--- config.mk ---
export PLATFORM = sky130hd
export DESIGN_NAME = shake_envelope_oscillator
export DESIGN_NICKNAME = d
export VERILOG_FILES = /design/src/design/sev_pkg.sv /design/src/design/sev_mul.sv /design/src/design/sev_div.sv /design/src/design/sev_core.sv /design/src/design/shake_envelope_oscillator.sv
export SDC_FILE = /design/constraint.sdc
export NUM_CORES = 2
export LEC_CHECK = 0
export BUFFER_PORTS_ARGS = -buffer_cell sky130_fd_sc_hd__buf_2
export CORE_MARGIN = 5
export CORE_UTILIZATION = 42
export DETAILED_ROUTE_END_ITERATION = 8
export GPL_TIMING_DRIVEN = 0
export PLACE_DENSITY = 0.7
export SLEW_MARGIN = 20
export SYNTH_ARGS = -nofsm -noshare
export SYNTH_HDL_FRONTEND = slang
export SYNTH_HIERARCHICAL = 1
export SYNTH_SLANG_ARGS = --single-unit
--- constraint.sdc ---
create_clock -name clk -period 5 [get_ports clk]
set_input_delay 0 -clock clk [delete_from_list [all_inputs] [get_ports clk]]
set_output_delay 0 -clock clk [all_outputs]
set_load 0.02 [all_outputs]
--- src/design/sev_pkg.sv ---
// ----------------------------------------------------------------------------
// sev_pkg: shared types and constants of the shake envelope oscillator
// Register indexes, fixed-point constants, the configuration and result
// records passed between the top level and the arithmetic core.
// ----------------------------------------------------------------------------
package sev_pkg;

    localparam int EASE_STEPS_DEF = 10;

    // Configuration port
    localparam int CFG_IDX_W  = 3;
    localparam int CFG_DATA_W = 64;

    localparam logic [CFG_IDX_W-1:0] REG_DURATION   = 3'd0;
    localparam logic [CFG_IDX_W-1:0] REG_BLEND      = 3'd1;
    localparam logic [CFG_IDX_W-1:0] REG_FREQUENCY  = 3'd2;
    localparam logic [CFG_IDX_W-1:0] REG_AMPLITUDES = 3'd3;
    localparam logic [CFG_IDX_W-1:0] REG_WEIGHT     = 3'd4;
    localparam logic [CFG_IDX_W-1:0] REG_CURVE_MODE = 3'd5;
    localparam logic [CFG_IDX_W-1:0] REG_BEZIER     = 3'd6;
    localparam logic [CFG_IDX_W-1:0] REG_PHASES     = 3'd7;

    // Item operations
    localparam logic OP_START = 1'b0;
    localparam logic OP_TICK  = 1'b1;

    // Stream payload widths
    localparam int IN_DATA_W  = 16;
    localparam int OUT_DATA_W = 88;

    // Fixed-point constants
    localparam logic [16:0] ONE_Q16    = 17'h10000;
    localparam logic [8:0]  WEIGHT_ONE = 9'd256;
    localparam logic [16:0] APPLY_MIN  = 17'd6;
    localparam logic [16:0] END_MAX    = 17'd65;
    localparam logic [15:0] FREQ_MIN   = 16'd3;
    localparam logic [16:0] SIN_A      = 17'd102944;
    localparam logic [16:0] SIN_B      = 17'd42048;
    localparam logic [16:0] SIN_C      = 17'd4640;

    // Oscillator frequency ratios 1.00, 1.18, 1.37, 0.77 in Q16
    localparam logic [3:0][16:0] OSC_MULT = {17'd50463, 17'd89784, 17'd77332, 17'd65536};

    // Serial multiplier and divider widths
    localparam int MUL_W  = 64;
    localparam int MUL_BW = 32;
    localparam int MUL_CW = 6;
    localparam int DIV_W  = 32;
    localparam int QUO_STEPS = 16;

    typedef struct packed {
        logic [31:0]      duration;
        logic [15:0]      blend_in;
        logic [15:0]      blend_out;
        logic [15:0]      frequency;
        logic [15:0]      amp_loc;
        logic [15:0]      amp_rot;
        logic [8:0]       weight;
        logic             curve_mode;
        logic [15:0]      p1x;
        logic [15:0]      p1y;
        logic [15:0]      p2x;
        logic [15:0]      p2y;
        logic [3:0][15:0] phase;
    } cfg_t;

    typedef struct packed {
        logic        active;
        logic [16:0] offset_x;
        logic [16:0] offset_y;
        logic [16:0] offset_z;
        logic [16:0] rotation_offset;
        logic [16:0] envelope;
        logic        running;
    } res_t;

endpackage

--- src/design/sev_mul.sv ---
// ----------------------------------------------------------------------------
// sev_mul: bit-serial shift-add multiplier
// Retires one multiplier bit per cycle; the product is truncated to MUL_W.
// ----------------------------------------------------------------------------
module sev_mul
    import sev_pkg::*;
(
    input  logic              clk,
    input  logic              rst_n,
    input  logic              go,
    input  logic [MUL_W-1:0]  a,
    input  logic [MUL_BW-1:0] b,
    input  logic [MUL_CW-1:0] nbits,
    output logic              done,
    output logic [MUL_W-1:0]  p
);

    logic              busy_reg;
    logic              done_reg;
    logic [MUL_CW-1:0] cnt_reg;
    logic [MUL_W-1:0]  acc_reg;
    logic [MUL_W-1:0]  a_reg;
    logic [MUL_BW-1:0] b_reg;

    always_ff @(posedge clk or negedge rst_n)
    begin
        if (!rst_n)
        begin
            busy_reg <= 1'b0;
            done_reg <= 1'b0;
            cnt_reg  <= '0;
        end
        else
        begin
            done_reg <= 1'b0;
            if (go)
            begin
                busy_reg <= 1'b1;
                cnt_reg  <= nbits;
            end
            else if (busy_reg)
            begin
                cnt_reg <= cnt_reg - MUL_CW'(1);
                if (cnt_reg == MUL_CW'(1))
                begin
                    busy_reg <= 1'b0;
                    done_reg <= 1'b1;
                end
            end
        end
    end

    always_ff @(posedge clk)
    begin
        if (go)
        begin
            acc_reg <= '0;
            a_reg   <= a;
            b_reg   <= b;
        end
        else if (busy_reg)
        begin
            if (b_reg[0])
            begin
                acc_reg <= acc_reg + a_reg;
            end
            a_reg <= {a_reg[MUL_W-2:0], 1'b0};
            b_reg <= {1'b0, b_reg[MUL_BW-1:1]};
        end
    end

    assign done = done_reg;
    assign p    = acc_reg;

endmodule

--- src/design/sev_div.sv ---
// ----------------------------------------------------------------------------
// sev_div: bit-serial fraction divider
// Gives min(floor(n * 2^16 / d), 1.0) with one restoring step per cycle.
// ----------------------------------------------------------------------------
module sev_div
    import sev_pkg::*;
(
    input  logic             clk,
    input  logic             rst_n,
    input  logic             go,
    input  logic [DIV_W-1:0] n,
    input  logic [DIV_W-1:0] d,
    output logic             done,
    output logic [16:0]      q
);

    localparam int CNT_W = $clog2(QUO_STEPS + 1);

    logic             busy_reg;
    logic             done_reg;
    logic [CNT_W-1:0] cnt_reg;
    logic [DIV_W-1:0] rem_reg;
    logic [16:0]      q_reg;
    logic             sat;
    logic [DIV_W:0]   rem_dbl;
    logic             ge;
    logic [DIV_W:0]   rem_sub;

    // A quotient of one or more saturates; a zero divisor lands here too.
    assign sat     = (n >= d);
    assign rem_dbl = {rem_reg, 1'b0};
    assign ge      = (rem_dbl >= {1'b0, d});
    assign rem_sub = rem_dbl - {1'b0, d};

    always_ff @(posedge clk or negedge rst_n)
    begin
        if (!rst_n)
        begin
            busy_reg <= 1'b0;
            done_reg <= 1'b0;
            cnt_reg  <= '0;
        end
        else
        begin
            done_reg <= 1'b0;
            if (go)
            begin
                if (sat)
                begin
                    done_reg <= 1'b1;
                end
                else
                begin
                    busy_reg <= 1'b1;
                    cnt_reg  <= CNT_W'(QUO_STEPS);
                end
            end
            else if (busy_reg)
            begin
                cnt_reg <= cnt_reg - CNT_W'(1);
                if (cnt_reg == CNT_W'(1))
                begin
                    busy_reg <= 1'b0;
                    done_reg <= 1'b1;
                end
            end
        end
    end

    always_ff @(posedge clk)
    begin
        if (go)
        begin
            rem_reg <= n;
            q_reg   <= sat ? ONE_Q16 : 17'd0;
        end
        else if (busy_reg)
        begin
            rem_reg <= ge ? rem_sub[DIV_W-1:0] : rem_dbl[DIV_W-1:0];
            q_reg   <= {q_reg[15:0], ge};
        end
    end

    assign done = done_reg;
    assign q    = q_reg;

endmodule

--- src/design/sev_core.sv ---
// ----------------------------------------------------------------------------
// sev_core: envelope and oscillator sequencer
// Walks one item through the envelope, easing curve and four sine
// oscillators, sharing one serial multiplier and one serial divider.
// ----------------------------------------------------------------------------
module sev_core
    import sev_pkg::*;
#(
    parameter int EASE_STEPS = EASE_STEPS_DEF
)
(
    input  logic        clk,
    input  logic        rst_n,
    input  cfg_t        cfg,
    input  logic        start,
    input  logic        op,
    input  logic [15:0] delta_time,
    output logic        idle,
    output logic        res_valid,
    input  logic        res_ready,
    output res_t        res
);

    localparam int STEP_W = $clog2(EASE_STEPS + 1);

    typedef enum logic [4:0] {
        S_IDLE, S_ADD, S_DIVX, S_DIVIN, S_DIVOUT, S_SHAPE, S_SM1, S_SM2,
        S_BMID, S_C1, S_C2, S_C3, S_C4, S_C5, S_C6, S_C7, S_C8, S_C9, S_BCMP,
        S_WGT, S_O1, S_O2, S_O3, S_O4, S_O5, S_O6, S_O7, S_O8, S_END, S_DONE
    } state_t;

    state_t           state_reg;
    logic             wait_reg;
    logic [31:0]      elapsed_reg;
    logic [16:0]      level_reg;
    logic             enabled_reg;
    logic [15:0]      dt_reg;
    logic [16:0]      x_reg;
    logic [16:0]      ain_reg;
    logic [16:0]      a_reg;
    logic [16:0]      curve_reg;
    logic [16:0]      lo_reg;
    logic [16:0]      hi_reg;
    logic [16:0]      s_reg;
    logic [STEP_W-1:0] step_reg;
    logic             pass_y_reg;
    logic [32:0]      us_reg;
    logic [48:0]      tmp_reg;
    logic [32:0]      w1_reg;
    logic [32:0]      w2_reg;
    logic [32:0]      w3_reg;
    logic [48:0]      acc1_reg;
    logic [17:0]      val_reg;
    logic [1:0]       k_reg;
    logic [32:0]      fk_reg;
    logic [16:0]      xo_reg;
    logic             neg_reg;
    logic [16:0]      x2_reg;
    logic [16:0]      t_reg;
    logic [16:0]      mag_reg;
    logic [32:0]      ma_reg;
    logic             active_reg;
    logic [3:0][16:0] off_reg;

    logic              mul_go;
    logic [MUL_W-1:0]  mul_a;
    logic [MUL_BW-1:0] mul_b;
    logic [MUL_CW-1:0] mul_n;
    logic              mul_done;
    logic [MUL_W-1:0]  mul_p;
    logic              div_go;
    logic [DIV_W-1:0]  div_n;
    logic [DIV_W-1:0]  div_d;
    logic              div_done;
    logic [16:0]       div_q;

    logic              uses_mul;
    logic              uses_div;
    logic [16:0]       u_w;
    logic [15:0]       fmin;
    logic [15:0]       p1_sel;
    logic [15:0]       p2_sel;
    logic [15:0]       amp_sel;
    logic [32:0]       elapsed_sum;
    logic [17:0]       mid_sum;
    logic [MUL_W-1:0]  bez_sum;
    logic [15:0]       ph;
    logic [14:0]       fold;
    logic [17:0]       sin_t;
    logic [16:0]       v_w;

    assign u_w         = ONE_Q16 - s_reg;
    assign fmin        = (cfg.frequency < FREQ_MIN) ? FREQ_MIN : cfg.frequency;
    assign p1_sel      = pass_y_reg ? cfg.p1y : cfg.p1x;
    assign p2_sel      = pass_y_reg ? cfg.p2y : cfg.p2x;
    assign amp_sel     = (k_reg == 2'd3) ? cfg.amp_rot : cfg.amp_loc;
    assign elapsed_sum = {1'b0, elapsed_reg} + {17'd0, dt_reg};
    assign mid_sum     = {1'b0, lo_reg} + {1'b0, hi_reg};
    assign bez_sum     = {15'd0, acc1_reg} + mul_p + {15'd0, w3_reg, 16'd0};
    assign ph          = mul_p[39:24] + cfg.phase[k_reg];
    assign fold        = ph[14] ? (15'd16384 - {1'b0, ph[13:0]}) : {1'b0, ph[13:0]};
    assign sin_t       = {1'b0, SIN_A} - mul_p[33:16];
    assign v_w         = mul_p[48:32];

    always_comb
    begin
        uses_mul = 1'b0;
        uses_div = 1'b0;
        mul_a    = '0;
        mul_b    = '0;
        mul_n    = '0;
        div_n    = '0;
        div_d    = '0;
        case (state_reg)
            S_DIVX:
            begin
                uses_div = 1'b1;
                div_n    = elapsed_reg;
                div_d    = cfg.duration;
            end
            S_DIVIN:
            begin
                uses_div = 1'b1;
                div_n    = DIV_W'(x_reg);
                div_d    = DIV_W'(cfg.blend_in);
            end
            S_DIVOUT:
            begin
                uses_div = 1'b1;
                div_n    = DIV_W'(ONE_Q16 - x_reg);
                div_d    = DIV_W'(cfg.blend_out);
            end
            S_SM1:
            begin
                uses_mul = 1'b1;
                mul_a    = MUL_W'(a_reg);
                mul_b    = MUL_BW'(a_reg);
                mul_n    = MUL_CW'(17);
            end
            S_SM2:
            begin
                uses_mul = 1'b1;
                mul_a    = MUL_W'(tmp_reg);
                mul_b    = MUL_BW'(18'd196608 - {a_reg, 1'b0});
                mul_n    = MUL_CW'(18);
            end
            S_C1:
            begin
                uses_mul = 1'b1;
                mul_a    = MUL_W'(u_w);
                mul_b    = MUL_BW'(s_reg);
                mul_n    = MUL_CW'(17);
            end
            S_C2:
            begin
                uses_mul = 1'b1;
                mul_a    = MUL_W'(us_reg);
                mul_b    = MUL_BW'(u_w);
                mul_n    = MUL_CW'(17);
            end
            S_C3, S_C5:
            begin
                uses_mul = 1'b1;
                mul_a    = MUL_W'(tmp_reg);
                mul_b    = MUL_BW'(3);
                mul_n    = MUL_CW'(2);
            end
            S_C4:
            begin
                uses_mul = 1'b1;
                mul_a    = MUL_W'(us_reg);
                mul_b    = MUL_BW'(s_reg);
                mul_n    = MUL_CW'(17);
            end
            S_C6:
            begin
                uses_mul = 1'b1;
                mul_a    = MUL_W'(s_reg);
                mul_b    = MUL_BW'(s_reg);
                mul_n    = MUL_CW'(17);
            end
            S_C7:
            begin
                uses_mul = 1'b1;
                mul_a    = MUL_W'(tmp_reg);
                mul_b    = MUL_BW'(s_reg);
                mul_n    = MUL_CW'(17);
            end
            S_C8:
            begin
                uses_mul = 1'b1;
                mul_a    = MUL_W'(w1_reg);
                mul_b    = MUL_BW'(p1_sel);
                mul_n    = MUL_CW'(16);
            end
            S_C9:
            begin
                uses_mul = 1'b1;
                mul_a    = MUL_W'(w2_reg);
                mul_b    = MUL_BW'(p2_sel);
                mul_n    = MUL_CW'(16);
            end
            S_WGT:
            begin
                uses_mul = 1'b1;
                mul_a    = MUL_W'(curve_reg);
                mul_b    = MUL_BW'(cfg.weight);
                mul_n    = MUL_CW'(9);
            end
            S_O1:
            begin
                uses_mul = 1'b1;
                mul_a    = MUL_W'(OSC_MULT[k_reg]);
                mul_b    = MUL_BW'(fmin);
                mul_n    = MUL_CW'(16);
            end
            S_O2:
            begin
                uses_mul = 1'b1;
                mul_a    = MUL_W'(fk_reg);
                mul_b    = elapsed_reg;
                mul_n    = MUL_CW'(32);
            end
            S_O3:
            begin
                uses_mul = 1'b1;
                mul_a    = MUL_W'(xo_reg);
                mul_b    = MUL_BW'(xo_reg);
                mul_n    = MUL_CW'(17);
            end
            S_O4:
            begin
                uses_mul = 1'b1;
                mul_a    = MUL_W'(SIN_C);
                mul_b    = MUL_BW'(x2_reg);
                mul_n    = MUL_CW'(17);
            end
            S_O5:
            begin
                uses_mul = 1'b1;
                mul_a    = MUL_W'(t_reg);
                mul_b    = MUL_BW'(x2_reg);
                mul_n    = MUL_CW'(17);
            end
            S_O6:
            begin
                uses_mul = 1'b1;
                mul_a    = MUL_W'(xo_reg);
                mul_b    = MUL_BW'(t_reg);
                mul_n    = MUL_CW'(17);
            end
            S_O7:
            begin
                uses_mul = 1'b1;
                mul_a    = MUL_W'(mag_reg);
                mul_b    = MUL_BW'(amp_sel);
                mul_n    = MUL_CW'(16);
            end
            S_O8:
            begin
                uses_mul = 1'b1;
                mul_a    = MUL_W'(ma_reg);
                mul_b    = MUL_BW'(level_reg);
                mul_n    = MUL_CW'(17);
            end
            default:
            begin
                uses_mul = 1'b0;
            end
        endcase
    end

    assign mul_go = uses_mul && !wait_reg;
    assign div_go = uses_div && !wait_reg;

    sev_mul u_mul (
        .clk   (clk),
        .rst_n (rst_n),
        .go    (mul_go),
        .a     (mul_a),
        .b     (mul_b),
        .nbits (mul_n),
        .done  (mul_done),
        .p     (mul_p)
    );

    sev_div u_div (
        .clk   (clk),
        .rst_n (rst_n),
        .go    (div_go),
        .n     (div_n),
        .d     (div_d),
        .done  (div_done),
        .q     (div_q)
    );

    always_ff @(posedge clk or negedge rst_n)
    begin
        if (!rst_n)
        begin
            state_reg   <= S_IDLE;
            wait_reg    <= 1'b0;
            elapsed_reg <= '0;
            level_reg   <= '0;
            enabled_reg <= 1'b1;
            dt_reg      <= '0;
            x_reg       <= '0;
            ain_reg     <= '0;
            a_reg       <= '0;
            curve_reg   <= '0;
            lo_reg      <= '0;
            hi_reg      <= '0;
            s_reg       <= '0;
            step_reg    <= '0;
            pass_y_reg  <= 1'b0;
            us_reg      <= '0;
            tmp_reg     <= '0;
            w1_reg      <= '0;
            w2_reg      <= '0;
            w3_reg      <= '0;
            acc1_reg    <= '0;
            val_reg     <= '0;
            k_reg       <= '0;
            fk_reg      <= '0;
            xo_reg      <= '0;
            neg_reg     <= 1'b0;
            x2_reg      <= '0;
            t_reg       <= '0;
            mag_reg     <= '0;
            ma_reg      <= '0;
            active_reg  <= 1'b0;
            off_reg     <= '0;
        end
        else
        begin
            if (mul_go || div_go)
            begin
                wait_reg <= 1'b1;
            end
            if (mul_done || div_done)
            begin
                wait_reg <= 1'b0;
            end

            case (state_reg)
                S_IDLE:
                begin
                    if (start)
                    begin
                        dt_reg     <= delta_time;
                        active_reg <= 1'b0;
                        off_reg    <= '0;
                        if (op == OP_START)
                        begin
                            elapsed_reg <= '0;
                            level_reg   <= '0;
                            enabled_reg <= 1'b1;
                            state_reg   <= S_DONE;
                        end
                        else if (enabled_reg && (cfg.weight != 9'd0))
                        begin
                            state_reg <= S_ADD;
                        end
                        else
                        begin
                            state_reg <= S_END;
                        end
                    end
                end
                S_ADD:
                begin
                    elapsed_reg <= elapsed_sum[32] ? 32'hFFFF_FFFF : elapsed_sum[31:0];
                    if (cfg.duration == 32'd0)
                    begin
                        curve_reg <= ONE_Q16;
                        state_reg <= S_WGT;
                    end
                    else
                    begin
                        state_reg <= S_DIVX;
                    end
                end
                S_DIVX:
                begin
                    if (div_done)
                    begin
                        x_reg     <= div_q;
                        state_reg <= S_DIVIN;
                    end
                end
                S_DIVIN:
                begin
                    if (div_done)
                    begin
                        ain_reg   <= div_q;
                        state_reg <= S_DIVOUT;
                    end
                end
                S_DIVOUT:
                begin
                    if (div_done)
                    begin
                        a_reg     <= (div_q < ain_reg) ? div_q : ain_reg;
                        state_reg <= S_SHAPE;
                    end
                end
                S_SHAPE:
                begin
                    if (cfg.curve_mode)
                    begin
                        lo_reg     <= '0;
                        hi_reg     <= ONE_Q16;
                        step_reg   <= '0;
                        pass_y_reg <= 1'b0;
                        state_reg  <= S_BMID;
                    end
                    else
                    begin
                        state_reg <= S_SM1;
                    end
                end
                S_SM1:
                begin
                    if (mul_done)
                    begin
                        tmp_reg   <= mul_p[48:0];
                        state_reg <= S_SM2;
                    end
                end
                S_SM2:
                begin
                    if (mul_done)
                    begin
                        curve_reg <= mul_p[48:32];
                        state_reg <= S_WGT;
                    end
                end
                S_BMID:
                begin
                    // After the last bisection step the y curve is evaluated
                    // at the last midpoint.
                    if (step_reg == STEP_W'(EASE_STEPS))
                    begin
                        pass_y_reg <= 1'b1;
                    end
                    else
                    begin
                        s_reg <= mid_sum[17:1];
                    end
                    state_reg <= S_C1;
                end
                S_C1:
                begin
                    if (mul_done)
                    begin
                        us_reg    <= mul_p[32:0];
                        state_reg <= S_C2;
                    end
                end
                S_C2:
                begin
                    if (mul_done)
                    begin
                        tmp_reg   <= mul_p[48:0];
                        state_reg <= S_C3;
                    end
                end
                S_C3:
                begin
                    if (mul_done)
                    begin
                        w1_reg    <= mul_p[48:16];
                        state_reg <= S_C4;
                    end
                end
                S_C4:
                begin
                    if (mul_done)
                    begin
                        tmp_reg   <= mul_p[48:0];
                        state_reg <= S_C5;
                    end
                end
                S_C5:
                begin
                    if (mul_done)
                    begin
                        w2_reg    <= mul_p[48:16];
                        state_reg <= S_C6;
                    end
                end
                S_C6:
                begin
                    if (mul_done)
                    begin
                        tmp_reg   <= mul_p[48:0];
                        state_reg <= S_C7;
                    end
                end
                S_C7:
                begin
                    if (mul_done)
                    begin
                        w3_reg    <= mul_p[48:16];
                        state_reg <= S_C8;
                    end
                end
                S_C8:
                begin
                    if (mul_done)
                    begin
                        acc1_reg  <= mul_p[48:0];
                        state_reg <= S_C9;
                    end
                end
                S_C9:
                begin
                    if (mul_done)
                    begin
                        val_reg   <= bez_sum[49:32];
                        state_reg <= S_BCMP;
                    end
                end
                S_BCMP:
                begin
                    if (pass_y_reg)
                    begin
                        curve_reg <= (val_reg > {1'b0, ONE_Q16}) ? ONE_Q16 : val_reg[16:0];
                        state_reg <= S_WGT;
                    end
                    else
                    begin
                        if (val_reg < {1'b0, a_reg})
                        begin
                            lo_reg <= s_reg;
                        end
                        else
                        begin
                            hi_reg <= s_reg;
                        end
                        step_reg  <= step_reg + STEP_W'(1);
                        state_reg <= S_BMID;
                    end
                end
                S_WGT:
                begin
                    if (mul_done)
                    begin
                        level_reg <= mul_p[24:8];
                        k_reg     <= '0;
                        if (mul_p[24:8] > APPLY_MIN)
                        begin
                            active_reg <= 1'b1;
                            state_reg  <= S_O1;
                        end
                        else
                        begin
                            state_reg <= S_END;
                        end
                    end
                end
                S_O1:
                begin
                    if (mul_done)
                    begin
                        fk_reg    <= mul_p[32:0];
                        state_reg <= S_O2;
                    end
                end
                S_O2:
                begin
                    if (mul_done)
                    begin
                        xo_reg    <= {fold, 2'b00};
                        neg_reg   <= ph[15];
                        state_reg <= S_O3;
                    end
                end
                S_O3:
                begin
                    if (mul_done)
                    begin
                        x2_reg    <= mul_p[32:16];
                        state_reg <= S_O4;
                    end
                end
                S_O4:
                begin
                    if (mul_done)
                    begin
                        t_reg     <= SIN_B - mul_p[32:16];
                        state_reg <= S_O5;
                    end
                end
                S_O5:
                begin
                    if (mul_done)
                    begin
                        t_reg     <= sin_t[16:0];
                        state_reg <= S_O6;
                    end
                end
                S_O6:
                begin
                    if (mul_done)
                    begin
                        mag_reg   <= (mul_p[33:16] > {1'b0, ONE_Q16}) ? ONE_Q16
                                                                      : mul_p[32:16];
                        state_reg <= S_O7;
                    end
                end
                S_O7:
                begin
                    if (mul_done)
                    begin
                        ma_reg    <= mul_p[32:0];
                        state_reg <= S_O8;
                    end
                end
                S_O8:
                begin
                    if (mul_done)
                    begin
                        off_reg[k_reg] <= neg_reg ? (17'd0 - v_w) : v_w;
                        k_reg          <= k_reg + 2'd1;
                        state_reg      <= (k_reg == 2'd3) ? S_END : S_O1;
                    end
                end
                S_END:
                begin
                    if ((cfg.duration != 32'd0) && (elapsed_reg >= cfg.duration)
                        && (level_reg <= END_MAX))
                    begin
                        enabled_reg <= 1'b0;
                    end
                    state_reg <= S_DONE;
                end
                S_DONE:
                begin
                    if (res_ready)
                    begin
                        state_reg <= S_IDLE;
                    end
                end
                default:
                begin
                    state_reg <= S_IDLE;
                end
            endcase
        end
    end

    assign idle      = (state_reg == S_IDLE);
    assign res_valid = (state_reg == S_DONE);

    always_comb
    begin
        res.active          = active_reg;
        res.offset_x        = off_reg[0];
        res.offset_y        = off_reg[1];
        res.offset_z        = off_reg[2];
        res.rotation_offset = off_reg[3];
        res.envelope        = level_reg;
        res.running         = enabled_reg;
    end

endmodule

--- src/design/shake_envelope_oscillator.sv ---
// ----------------------------------------------------------------------------
// shake_envelope_oscillator: camera-shake envelope and sine oscillators
// Keeps the shake time, forms a weighted easing envelope and drives four
// sine oscillators that give three location offsets and one rotation offset.
// ----------------------------------------------------------------------------
//
//  Channel  | Signals                     | Content
//  ---------+-----------------------------+-----------------------------------
//  s_*      | s_tvalid s_tready s_tuser   | tuser: op (0 start, 1 tick)
//           | s_tdata[15:0]               | tdata: delta_time
//  m_*      | m_tvalid m_tready m_tdata   | tdata: active, offset_x, offset_y,
//           |                             | offset_z, rotation_offset,
//           |                             | envelope, running (low bit first)
//  cfg_*    | cfg_we cfg_index cfg_data   | register writes, no read-back
//
// A start item goes straight to its result; a tick on a disabled block only runs
// the end check. A smoothstep tick with output applied, and the Bezier curve
// with its EASE_STEPS + 1 cubic evaluations, spend most of their time in the
// one shift-add multiplier, which
// retires one multiplier bit per cycle and serves every product.
// Reset brings the registers to their defaults and the block is ready at
// once. The input is refused while an item is in work; a finished transfer
// waits in the output register, so a stalled consumer holds up the next item
// only once its result is also done.
//
module shake_envelope_oscillator
    import sev_pkg::*;
#(
    parameter int EASE_STEPS = EASE_STEPS_DEF
)
(
    input  logic                  clk,
    input  logic                  rst_n,
    // Input stream
    input  logic                  s_tvalid,
    output logic                  s_tready,
    input  logic [0:0]            s_tuser,   // [0] op
    input  logic [IN_DATA_W-1:0]  s_tdata,   // [15:0] delta_time
    // Result stream
    output logic                  m_tvalid,
    input  logic                  m_tready,
    // [0] active, [17:1] offset_x, [34:18] offset_y, [51:35] offset_z,
    // [68:52] rotation_offset, [85:69] envelope, [86] running, [87] zero
    output logic [OUT_DATA_W-1:0] m_tdata,
    // Configuration writes
    input  logic                  cfg_we,
    input  logic [CFG_IDX_W-1:0]  cfg_index,
    input  logic [CFG_DATA_W-1:0] cfg_data
);

    cfg_t                  cfg_reg;
    logic                  core_idle;
    logic                  core_start;
    logic                  res_valid;
    logic                  res_ready;
    res_t                  res;
    logic                  m_tvalid_reg;
    logic [OUT_DATA_W-1:0] m_tdata_reg;

    // Configuration registers. The weight saturates at one.
    always_ff @(posedge clk or negedge rst_n)
    begin
        if (!rst_n)
        begin
            cfg_reg <= '{weight: WEIGHT_ONE, default: '0};
        end
        else if (cfg_we)
        begin
            case (cfg_index)
                REG_DURATION:
                begin
                    cfg_reg.duration <= cfg_data[31:0];
                end
                REG_BLEND:
                begin
                    cfg_reg.blend_in  <= cfg_data[15:0];
                    cfg_reg.blend_out <= cfg_data[31:16];
                end
                REG_FREQUENCY:
                begin
                    cfg_reg.frequency <= cfg_data[15:0];
                end
                REG_AMPLITUDES:
                begin
                    cfg_reg.amp_loc <= cfg_data[15:0];
                    cfg_reg.amp_rot <= cfg_data[31:16];
                end
                REG_WEIGHT:
                begin
                    cfg_reg.weight <= (cfg_data[8:0] > WEIGHT_ONE) ? WEIGHT_ONE
                                                                   : cfg_data[8:0];
                end
                REG_CURVE_MODE:
                begin
                    cfg_reg.curve_mode <= cfg_data[0];
                end
                REG_BEZIER:
                begin
                    cfg_reg.p1x <= cfg_data[15:0];
                    cfg_reg.p1y <= cfg_data[31:16];
                    cfg_reg.p2x <= cfg_data[47:32];
                    cfg_reg.p2y <= cfg_data[63:48];
                end
                REG_PHASES:
                begin
                    cfg_reg.phase <= cfg_data;
                end
                default:
                begin
                    cfg_reg <= cfg_reg;
                end
            endcase
        end
    end

    // One item is in work at a time; the core takes it from its idle state.
    assign s_tready   = core_idle;
    assign core_start = s_tvalid && core_idle;

    sev_core #(
        .EASE_STEPS (EASE_STEPS)
    ) u_core (
        .clk        (clk),
        .rst_n      (rst_n),
        .cfg        (cfg_reg),
        .start      (core_start),
        .op         (s_tuser[0]),
        .delta_time (s_tdata),
        .idle       (core_idle),
        .res_valid  (res_valid),
        .res_ready  (res_ready),
        .res        (res)
    );

    // Output register: loads whenever it is empty or being drained.
    assign res_ready = !m_tvalid_reg || m_tready;

    always_ff @(posedge clk or negedge rst_n)
    begin
        if (!rst_n)
        begin
            m_tvalid_reg <= 1'b0;
        end
        else if (res_ready)
        begin
            m_tvalid_reg <= res_valid;
        end
    end

    always_ff @(posedge clk)
    begin
        if (res_ready && res_valid)
        begin
            m_tdata_reg <= {1'b0, res.running, res.envelope, res.rotation_offset,
                            res.offset_z, res.offset_y, res.offset_x, res.active};
        end
    end

    assign m_tvalid = m_tvalid_reg;
    assign m_tdata  = m_tdata_reg;

endmodule

# Yosys cells after proc, flatten, opt, wreduce, memory -nomap -nowiden
# Cells that the tools add are included.
# W data, S select, Z words.
op_classes:
  n_addsub: 18
  n_mul: 0
  div_mod_pow: 0
  magnitude_cmp: 13
  n_eq_ne: 76
  shift: 0
  muxes: 131
  bitwise_logic: 1
  reduce_logical: 81
op_table:
  columns: ["operator", "count"]
  rows:
  - ["$pmux W49 S15", 1]
  - ["$pmux W32 S15", 1]
  - ["$mux W17", 23]
  - ["$mux W32", 8]
  - ["$pmux W32 S3", 2]
  - ["$mux W5", 32]
  - ["$pmux W5 S30", 1]
  - ["$mux W68", 2]
  - ["$pmux W17 S2", 4]
  - ["$pmux W68 S2", 1]
  - ["$mux W64", 2]
  - ["$mux W16", 5]
  - ["$eq A5 B5 Y1 const B", 14]
  - ["$bwmux W68", 1]
  - ["$add A64 B64 Y64", 1]
  - ["$ge A32 B32 Y1", 2]
  - ["$pmux W32 S2", 1]
  - ["$ne A2 B2 Y1 const B", 28]
  - ["$reduce_and A2 Y1", 27]
  - ["$pmux W17 S3", 1]
  - ["$add A49 B50 Y50", 1]
  - ["$add A50 B49 Y50", 1]
  - ["$eq A5 B4 Y1 const B", 8]
  - ["$gt A18 B17 Y1 const B", 2]
  - ["other kinds (65)", 151]
word_totals:
  reg_bits: 1210
  latchBits: 0
  ram_bits: 0
  mem_bits_ro: 0
  input_bits: 89
  out_inout_bits: 90
  word_cells: 384
  memories: 0

# Logic depth before layout (Yosys ltp)
depth:
  word_depth: 7
  ltp_mapped: 22
  ltp_nobuf: 19

# Modules after synthesis
# The synthesis kept the hierarchy.
modules_own_cells:
  columns: ["module", "n_inst", "cells_per_inst", "area_per_inst_um2", "seq_area_each_um2"]
  rows:
  - ["sev_core", 1, 3824, 37978.9, 16216.8]
  - ["shake_envelope_oscillator", 1, 641, 12112.9, 8894.8]
  - ["sev_mul", 1, 1067, 10398.7, 4364.2]
  - ["sev_div", 1, 575, 5119.9, 1646.6]

# Worst setup path before layout
# No wires, ideal clock.
synth_path:
  kind: "register to register"
  start: "register u_core.x_reg[5]"
  end: "register u_core.u_div.cnt_reg[0]"
  setup_time_ps: 119
  t_arrival_ps: 4577
  required_ps: 4881
  slack_ps: 305
  stages_incl_launch_ff: 19
  path_buffers: 1
  synth_period_minus_slack_ps: 4695
  path_cell_list: "dfrtp_1 -> or3_4 -> or4_4 -> or3_4 -> or3_4 -> or3_4 -> o211a_4 -> buf_6 -> a21o_1 -> ha_1 -> a21o_1 -> a21o_1 -> a21oi_1 -> o21ai_0 -> a211oi_1 -> a21oi_1 -> a211oi_2 -> o21ai_0 -> o21a_1"
synth_via:
  elab_chain_len: 5
synth_rtl:
  columns: ["element", "line", "rtl"]
  rows:
  - ["start, declared", "sev_core.sv:38", "logic [16:0] x_reg;"]
  - ["start signal, assigned", "sev_core.sv:387", "x_reg <= div_q;"]
  - ["$sub A17 B17 Y18", "sev_core.sv:130", "div_n = DIV_W'(ONE_Q16 - x_reg);"]
  - ["$pmux W32 S3", "sev_core.sv:114", "case (state_reg)"]
  - ["net u_core.div_n[21]", "sev_core.sv:72", "logic [DIV_W-1:0] div_n;"]
  - ["$ge A32 B32 Y1", "sev_div.sv:30", "assign sat = (n >= d);"]
  - ["$ne A2 B2 Y1 (no source line)", null, null]
  - ["$reduce_and A2 Y1 (no source line)", null, null]
  - ["end signal, assigned", "sev_div.sv:55", "cnt_reg <= CNT_W'(QUO_STEPS);"]
  - ["end signal, assigned", "sev_div.sv:60", "cnt_reg <= cnt_reg - CNT_W'(1);"]
  - ["end, declared", "sev_div.sv:21", "logic [CNT_W-1:0] cnt_reg;"]
# The timed path passes the listed nets, and every way through them passes these cells.
# A chain may end at the register's enable or synchronous reset.

# Final worst setup path
layout_path:
  start: "register u_core.state_reg[3]"
  end: "register u_core.u_mul.a_reg[12] (data pin)"
layout_via:
  elab_cells_between_ends: 28
  classes_between: "20 x eq/ne; 3 x mux; 5 x reduce/logical"
layout_rtl:
  columns: ["element", "line", "rtl"]
  rows:
  - ["start, declared", "sev_core.sv:32", "state_t state_reg;"]
  - ["start signal, assigned", "sev_core.sv:301", "state_reg <= S_IDLE;"]
  - ["start signal, assigned", "sev_core.sv:358", "state_reg <= S_DONE;"]
  - ["start signal, assigned", "sev_core.sv:362", "state_reg <= S_ADD;"]
  - ["$eq A5 B3 Y1 (tied with other cells)", "sev_core.sv:114", null]
  - ["$reduce_or A4 Y1 (no source line) / $reduce_or A2 Y1 (equally long branches)", null, null]
  - ["$pmux W49 S15 *", "sev_core.sv:114", null]
  - ["net u_core.mul_a[12]", "sev_core.sv:66", "logic [MUL_W-1:0] mul_a;"]
  - ["$mux W64 *", "sev_mul.sv:55", "if (go)"]
  - ["end signal, assigned", "sev_mul.sv:67", "a_reg <= {a_reg[MUL_W-2:0], 1'b0};"]
  - ["end, declared", "sev_mul.sv:22", "logic [MUL_W-1:0] a_reg;"]
# Mark *: on every way through the listed nets, which the timed path passes. The rest lies on a longest branch.

==> results.py <==
metrics = {
    "outcome": {
        "status": "finished, final reports clean",
    },
    "setup_path": {
        "crit_fanout": 10,
        "end_kind": "flip-flop",
        "critPathRequiredTime_ns": 5.68,
        "setup.worst_path.start_class": "flip-flop",
        "cp.arrival_ns": 5.66,
        "crit_type": "reg -> reg",
    },
    "floorplan": {
        "die_w_um": 399.5,
        "rows": 143,
        "dieArea_mm2": 0.1596,
        "core_mm2": 0.1514,
        "ios": 179,
        "initial_core_util": 0.4209,
        "die_h_um": 399.5,
    },
    "clock_tree": {
        "clockBufferDepth": 3,
        "cts_root_buf": "clkbuf_16",
        "numCtsBuffers": 135,
        "clk_pin_slew_ns": 0.06,
        "cts_tree": "built",
        "clock_sinks": 1182,
        "htree_levels": 4,
        "clk-insertion-delay-late_ns": 0.83,
    },
    "timing": {
        "finalSetupTns_ns": 0,
        "maxSlewHeadroom": 0.1595,
        "min_period_ns": 4.981,
        "fin_hold_ws_ns": 0.07312,
        "rsz0062_at_grt": "false",
        "fmax_mhz": 200.8,
        "setup_viol_count_final": 0,
        "drv_slew": 0,
        "finalClockSkew_ns": 0.06275,
        "hold_viol": 0,
        "min_period_over_period": 0.9962,
        "worstMarginPinSlew_ns": 1.256,
    },
    "final_layout": {
        "area_delta_synth_final_pct": 16.11,
        "largest_reg_flops": 250,
        "final_cell_mix": "dfrtp_1 (909), mux2_2 (634), nand2_1 (609)",
        "layout_commonest_cell": "dfrtp_1",
        "nets": 6816,
        "drive_gt1_frac": 0.1947,
        "final_cells": 8534,
    },
    "logic_synthesis": {
        "synthCells": 5903,
        "syn_area_per_cell_um2": 10.79,
        "ys.warnings.count": 6,
        "syn-cell-area_mm2": 0.06371,
    },
    "detailed_routing": {
        "drtPass1Iterations": 9,
        "vias": 52950,
        "ant_nets": 0,
        "totalWireLength_um": 248800,
        "drt_iter0_drc": 6211,
        "drc": 0,
        "wl_per_cell_um": 29.16,
        "via_per_inst": 6.204,
    },
    "global_route": {
        "grt.overflow.total": 0,
        "antenna_found_initial": 18,
        "grt_usage": 0.3050,
        "grt_pass1_wl_um": 356300,
        "grt_max_degree": 135,
        "grt_pass1_vias": 51430,
    },
    "place": {
        "dpl.hpwl_um": 185900,
        "portBuffers": 173,
        "dp_cells": 8118,
        "gp_congestion": 1.072,
    },
    "power_and_ir_drop": {
        "total_power_mw": 43.60,
        "power_density_mw_per_mm2": 589.4,
        "p_leak_nw": 32.54,
        "max-vdd-ir-drop_v": 0.0003358,
    },
    "hold_path": {
        "hp-class": "in -> reg",
    },
    "run": {
        "cap_viol_max_count": 0,
    },
}
==> repair_timing <==
item,CTS,global route
gates resized for setup,50,41
hold buffers,142,0
setup endpoints to repair,80,108
endpoints found under the hold margin,594,0
buffers inserted,11,1
gates cloned,0,0
pin swaps,12,13
==> metal layers <==
layer / vias to the layer above / GRT usage / part of all wire
li1: 22580 / - / -
met1: 26730 / 0.4088 / 0.41
met2: 2961 / 0.4578 / 0.43
met3: 673 / 0.07428 / 0.10
met4: 8 / 0.1621 / 0.062
met5: - / 0 / 0.00022
==> critical path: stages (launching register included) <==
cell and delay [ns]:
dfrtp_1 0.33, clkbuf_1 0.36, clkbuf_2 0.32, nor2b_1 0.36, nand2_1 0.20, nor2_1 0.78
clkbuf_1 0.80, clkbuf_1 0.74, a222oi_1 0.43, nand2_1 0.17, nor2_1 0.05, o21ai_0 0.12
mux2_2 0.22
==> stage by stage <==
step | util | setup slack [ns] | instance area [um2]
2_1_floorplan | - | 0.3046 | 63710
4_1_cts | 0.4878 | 0.0002438 | 73840
6_report | 0.4887 | 0.01921 | 73970
3_5_place_dp | 0.4456 | -1.015 | 67450
5_1_grt | 0.4885 | 0.002175 | 73940
3_3_place_gp | 0.4434 | -15.92 | 67120
==> area by class of cell <==
class / count / area, um2
flip-flops and latches: 1182 / 30430
plain buffers: 353 / 1568
clock buffers: 187 / 3836
inverters: 218 / 823.3
repair buffers: 338 / 2670
well taps: 2030 / 2540
diodes: 13 / 32.53
fillers: 13710 / 77400
clock inverters: 62 / 893.4
multi-input cells: 4151 / 31180
==> power breakdown <==
part,total (mW),leakage (nW),switching [mW],internal (mW)
Sequential,15.7,14.4,3.19,12.5
Clock,10.3,2.28,4.40,5.92
Combinational,17.6,15.8,10.9,6.71
Total,43.6,32.5,18.5,25.1
==> worst paths after layout <==
| check | start | endpoint | slack [ns] | cells after the start |
|---|---|---|---|---|
| min | cfg_data[61] | cfg_reg[61]$_DFFE_PN0P_ | 0.07 | 3 |
| max in group asynchronous | rst_n | u_core/elapsed_reg[4]$_DFFE_PN0P_ | 2.41 | 7 |
| min reg2reg | u_core/res[35]$_DFFE_PN0P_ | m_tdata[35]$_DFFE_PP_ | 0.43 | 0 |
| max | u_core/state_reg[3]$_DFFE_PN0P_ | u_core/u_mul/a_reg[12]$_DFFE_PP_ | 0.02 | 12 |
| max reg2reg | u_core/state_reg[3]$_DFFE_PN0P_ | u_core/u_mul/a_reg[12]$_DFFE_PP_ | 0.02 | 12 |
| min in group asynchronous | rst_n | cfg_reg[93]$_DFFE_PN0P_ | 0.40 | 4 |
(Power assumes the default switching activity.)
